===== src/rusi_pkg.sv =====
// Shared types and constants for the unit-sphere ray intersector.
`timescale 1ns / 1ps
package rusi_pkg;

  localparam int COORD_W = 32;

  typedef logic [COORD_W-1:0] coord_t;

  // Quadratic terms handed from the front end to the root/divide back end.
  typedef struct packed {
    logic         hit;
    logic         hneg;
    logic [63:0]  hmag;
    logic [63:0]  a;
    logic [127:0] disc;
  } quad_t;

  // One lane of the restoring divider.
  typedef struct packed {
    logic        sat;
    logic        neg;
    logic [63:0] rem;
    logic [31:0] qd;
  } div_lane_t;

endpackage


===== src/rusi_fifo.sv =====
// Short register queue between front and back end.
`timescale 1ns / 1ps
module rusi_fifo #(
  parameter int DEPTH = 4
) (
  input  logic            clk,
  input  logic            rst,
  input  logic            push,
  input  rusi_pkg::quad_t push_data,
  output logic            full,
  input  logic            pop,
  output rusi_pkg::quad_t pop_data,
  output logic            empty
);
  import rusi_pkg::*;

  localparam int PW = (DEPTH > 1) ? $clog2(DEPTH) : 1;

  quad_t        mem [DEPTH];
  logic [PW-1:0] wr_ptr, rd_ptr;
  logic [PW:0]   count;

  assign full     = count == (PW+1)'(DEPTH);
  assign empty    = count == '0;
  assign pop_data = mem[rd_ptr];

  always_ff @(posedge clk) begin
    if (push) begin
      mem[wr_ptr] <= push_data;
    end
  end

  always_ff @(posedge clk) begin
    if (rst) begin
      wr_ptr <= '0;
      rd_ptr <= '0;
      count  <= '0;
    end else begin
      if (push) begin
        wr_ptr <= (wr_ptr == PW'(DEPTH - 1)) ? '0 : wr_ptr + 1'b1;
      end
      if (pop) begin
        rd_ptr <= (rd_ptr == PW'(DEPTH - 1)) ? '0 : rd_ptr + 1'b1;
      end
      count <= count + (PW+1)'(push) - (PW+1)'(pop);
    end
  end

  assert property (@(posedge clk) disable iff (rst) count <= (PW+1)'(DEPTH))
    else $error("queue count beyond depth");
  assert property (@(posedge clk) disable iff (rst) !(push && full))
    else $error("push into full queue");
  assert property (@(posedge clk) disable iff (rst) !(pop && empty))
    else $error("pop from empty queue");

endmodule


===== config.mk =====
export PLATFORM = sky130hd
export DESIGN_NAME = rusi_fifo
export DESIGN_NICKNAME = d
export VERILOG_FILES = /design/src/rusi_pkg.sv /design/src/rusi_fifo.sv
export SDC_FILE = /design/constraint.sdc
export NUM_CORES = 1
export LEC_CHECK = 0
export ABC_AREA = 1
export ABC_CLOCK_PERIOD_IN_PS = 7100
export BUFFER_PORTS_ARGS = -buffer_cell sky130_fd_sc_hd__buf_4
export CAP_MARGIN = 20
export CELL_PAD_IN_SITES_DETAIL_PLACEMENT = 1
export CELL_PAD_IN_SITES_GLOBAL_PLACEMENT = 2
export CORE_ASPECT_RATIO = 0.6
export CORE_UTILIZATION = 25
export CTS_CLUSTER_SIZE = 30
export DETAILED_ROUTE_END_ITERATION = 6
export GPL_TIMING_DRIVEN = 0
export PLACE_DENSITY = 0.64
export RECOVER_POWER = 100
export SLEW_MARGIN = 30
export SYNTH_ARGS = -nofsm -noshare
export SYNTH_HDL_FRONTEND = slang
export SYNTH_SLANG_ARGS = --single-unit
export TNS_END_PERCENT = 20

===== constraint.sdc =====
create_clock -name clk -period 7.1 [get_ports clk]
set_input_delay 0.71 -clock clk [delete_from_list [all_inputs] [get_ports clk]]
set_output_delay 0.71 -clock clk [all_outputs]
set_load 0.005 [all_outputs]

==> flow_metrics.py <==
metrics = {
    "logic_synthesis": {
        "netlist_instances": 3069,
        "synth-simple-area-share": 0.0493,
        "syn_area_per_cell_um2": 13.4,
        "synth_top_family_by_area": "compound AO/OA/AOI/OAI gates",
        "yosys-top-cells-area": "edfxtp_1 (76%), inv_1 (4.9%), nand2_1 (4.8%)",
        "yosys.area.top_type": "edfxtp_1",
        "synth.distinct_cells": 19,
        "synth_compound_area_frac": 0.112,
        "synth.area.mux_share": 0,
        "ys_ff_latch": 1041,
        "synth.cell_area_mm2": 0.0410,
        "ys.warnings.count": 0,
        "synth_fa_ha_area_frac": 0.00262,
        "syn_nets": 3339,
        "synth_top_area_frac": 0.756,
        "ys_seq_area_frac": 0.760,
        "synth_xor_area_frac": 0.000214,
    },
    "clock_network": {
        "hold_buffers": 0,
        "ctsRootBufferMaster": "clkbuf_16",
        "cts_setup_buffers": 0,
        "post_cts_resized": 0,
        "clkSlewWorstSetupHoldPaths_ns": 0.06,
        "clockBufferDepth": 3,
        "clkLatencyLatePin_ns": 0.73,
        "cts.sinks": 1041,
        "cts_buffers": 107,
        "htree_levels": 3,
        "cts_tree": "built",
    },
    "worst_hold_path": {
        "worst_hold_startpoint": "push_data[237]",
        "hold-path-cell-count": 1,
        "hold_path.class": "input port to flop",
        "min_to": "mem[2][237]$_DFFE_PP_",
    },
    "timing": {
        "setup_violations": 0,
        "timing.final.crit_period_ns": 5.10,
        "max_freq_ghz": 0.196,
        "fin_setup_tns_ns": 0,
        "drv_slew": 482,
        "relSlewSlack": -1.67,
        "hold_violations": 0,
        "tightestPinTransition_ns": 4.00,
        "finClkSkew_ns": 0.0456,
        "period_share": 0.718,
        "grt_setup_unrepaired": "false",
    },
    "pwr": {
        "p_per_area_mw_per_mm2": 288,
        "p_comb_frac": 0.108,
        "power_leakage_nw": 18.2,
        "seqPwrFrac": 0.494,
        "internal_power_mw": 10.8,
        "swShare": 0.251,
        "power.total_mw": 14.4,
        "power_switching_mw": 3.63,
        "pwr-share-clk": 0.397,
        "irDropWorstVdd_mv": 0.175,
    },
    "critical_path": {
        "reg2reg_to": "mem[2][171]$_DFFE_PP_",
        "critPathArrivalTime_ns": 5.32,
        "worstSetupPathType": "flop to flop",
        "cp_max_fo": 64,
        "critPathLaunchType": "flop",
        "r2r-start": "wr_ptr[0]$_SDFFE_PP0P_",
        "reg2regPathDepth": 5,
        "r2r_slack_ns": 2.00,
        "cp-end-kind": "flop",
        "worstPathRequired_ns": 7.32,
    },
    "detailed_routing": {
        "routedWlPerCell_um": 21.4,
        "drt-initial-drc-count": 1486,
        "drt_wl_total_mm": 127,
        "first_pass_iters": 5,
        "post_drt_via_cell_ratio": 4.30,
        "ant_nets": 0,
        "drc_errors": 0,
        "vias": 25700,
    },
    "cells_and_area": {
        "final_cell_mix": "edfxtp_1 (1,032), inv_1 (527), nand2_1 (525), clkbuf_1 (440), a21oi_1 (261)",
        "layout_commonest_cell": "edfxtp_1",
        "final_cells": 5961,
        "area_delta_synth_final_pct": 22.2,
        "finalNetCount": 3985,
        "layout-drive-gt1-share": 0.117,
        "nFillCells": 17600,
        "seq_area_mm2": 0.0312,
        "stdcell_area_mm2": 0.0501,
        "multi_input_area_mm2": 0.00673,
    },
    "die": {
        "dieArea_mm2": 0.166,
        "core_area_mm2": 0.162,
        "die_height_um": 316,
        "start_util": 0.253,
        "chipWidth_um": 525,
        "rows": 114,
        "ios": 522,
    },
    "global_routing": {
        "antenna_found_initial": 36,
        "overflow": 0,
        "grt_pass1_wl_mm": 182,
        "grt_max_degree": 71,
        "grt_pass1_vias": 25800,
        "track_usage": 0.151,
    },
    "place": {
        "portBuffers": 521,
        "dpl_cell_area_mm2": 0.0481,
        "gp_congestion": 0.723,
        "place_inst": 5752,
        "hpwl_mm": 82.9,
    },
    "run_status": {
        "violations": "capacitance limit, slew limit",
        "status": "finished with violations",
    },
    "flow_run": {
        "drv_cap": 9,
    },
}
state kept, by name (all words and copies together), names as in the netlist, named ones only:
name    flops
rd_ptr      2
mem      1032
count       3
wr_ptr      2
per-layer routing:
metal,vias to the layer above,wire [um],global-route usage
met5,-,174,0
met4,28,2550,0.0376
met2,501,57300,0.233
met1,12900,61400,0.213
li1,12000,-,-
met3,188,5950,0.0333
critical path: stages (launching register included):
cell and delay (ns):
dfxtp_1 0.35, inv_1 0.09, ha_1 0.15, nand2_1 0.06, clkinvlp_2 0.91, dlymetal6s4s_1 2.95
synth_stat cells:
cell      instances
ha_1              7
a21oi_1         261
buf_2            74
nand3_1           1
fa_1              1
edfxtp_1       1032
nor3_1            2
clkbuf_1         47
nand2_1         525
buf_1             6
o21ai_0         259
o211ai_2         14
dfxtp_1           9
nor2_1            9
o211ai_1        244
buf_4             1
buf_6            45
inv_1           531
xnor2_1           1
worst max-delay path by stage:
stage / startpoint / endpoint / slack (ns) / cells after the start
6_report: wr_ptr[0]$_SDFFE_PP0P_ / mem[2][171]$_DFFE_PP_ / 2.00 / 5
5_1_grt: wr_ptr[0]$_SDFFE_PP0P_ / mem[0][173]$_DFFE_PP_ / 1.66 / 5
4_1_cts: flop / pop_data[99] / 3.32 / 6
3_5_place_dp: push / mem[1][140]$_DFFE_PP_ / 3.75 / 7
3_3_place_gp: push / mem[2][141]$_DFFE_PP_ / -5.19 / 4
2_1_floorplan: push / mem[3][0]$_DFFE_PP_ / 0.48 / 3
logic make-up after synthesis:
group | after synthesis
AND/OR/NAND/NOR | 537
XOR/XNOR | 1
AO/OA/AOI/OAI | 778
flip-flops | 1041
buffers and inverters | 704
adder cells (fa/ha/maj) | 8
area by class of cell:
type,instances,share of cell area
repair buffers,537,0.0584
clock inverters,76,0.0151
inverters,531,0.0399
flip-flops and latches,1041,0.622
multi-input cells,1324,0.134
plain buffers,173,0.0209
diodes,11,0.000550
well taps,2146,0.0536
clock buffers,122,0.0546
power groups by stage:
| stage | clock network [mW] | logic, mW | registers (mW) |
|---|---|---|---|
| after floorplan | 0 | 0.699 | 7.31 |
| after global placement | 0 | 1.71 | 7.39 |
| after detailed placement | 0 | 1.78 | 7.25 |
| after CTS | 5.92 | 1.78 | 7.12 |
| after global routing | 6.14 | 1.74 | 7.15 |
| final | 5.73 | 1.56 | 7.13 |
through the flow:
stage	setup slack [ns]	util	hold slack, ns
final	2.00	0.309	0.239
after global routing	1.66	0.309	0.169
after global placement	-5.19	0.294	0.502
after CTS	3.32	0.318	0.0718
after floorplan	0.485	-	0.468
after detailed placement	3.75	0.297	0.502
Note: power is estimated with default switching activity, not from simulation.
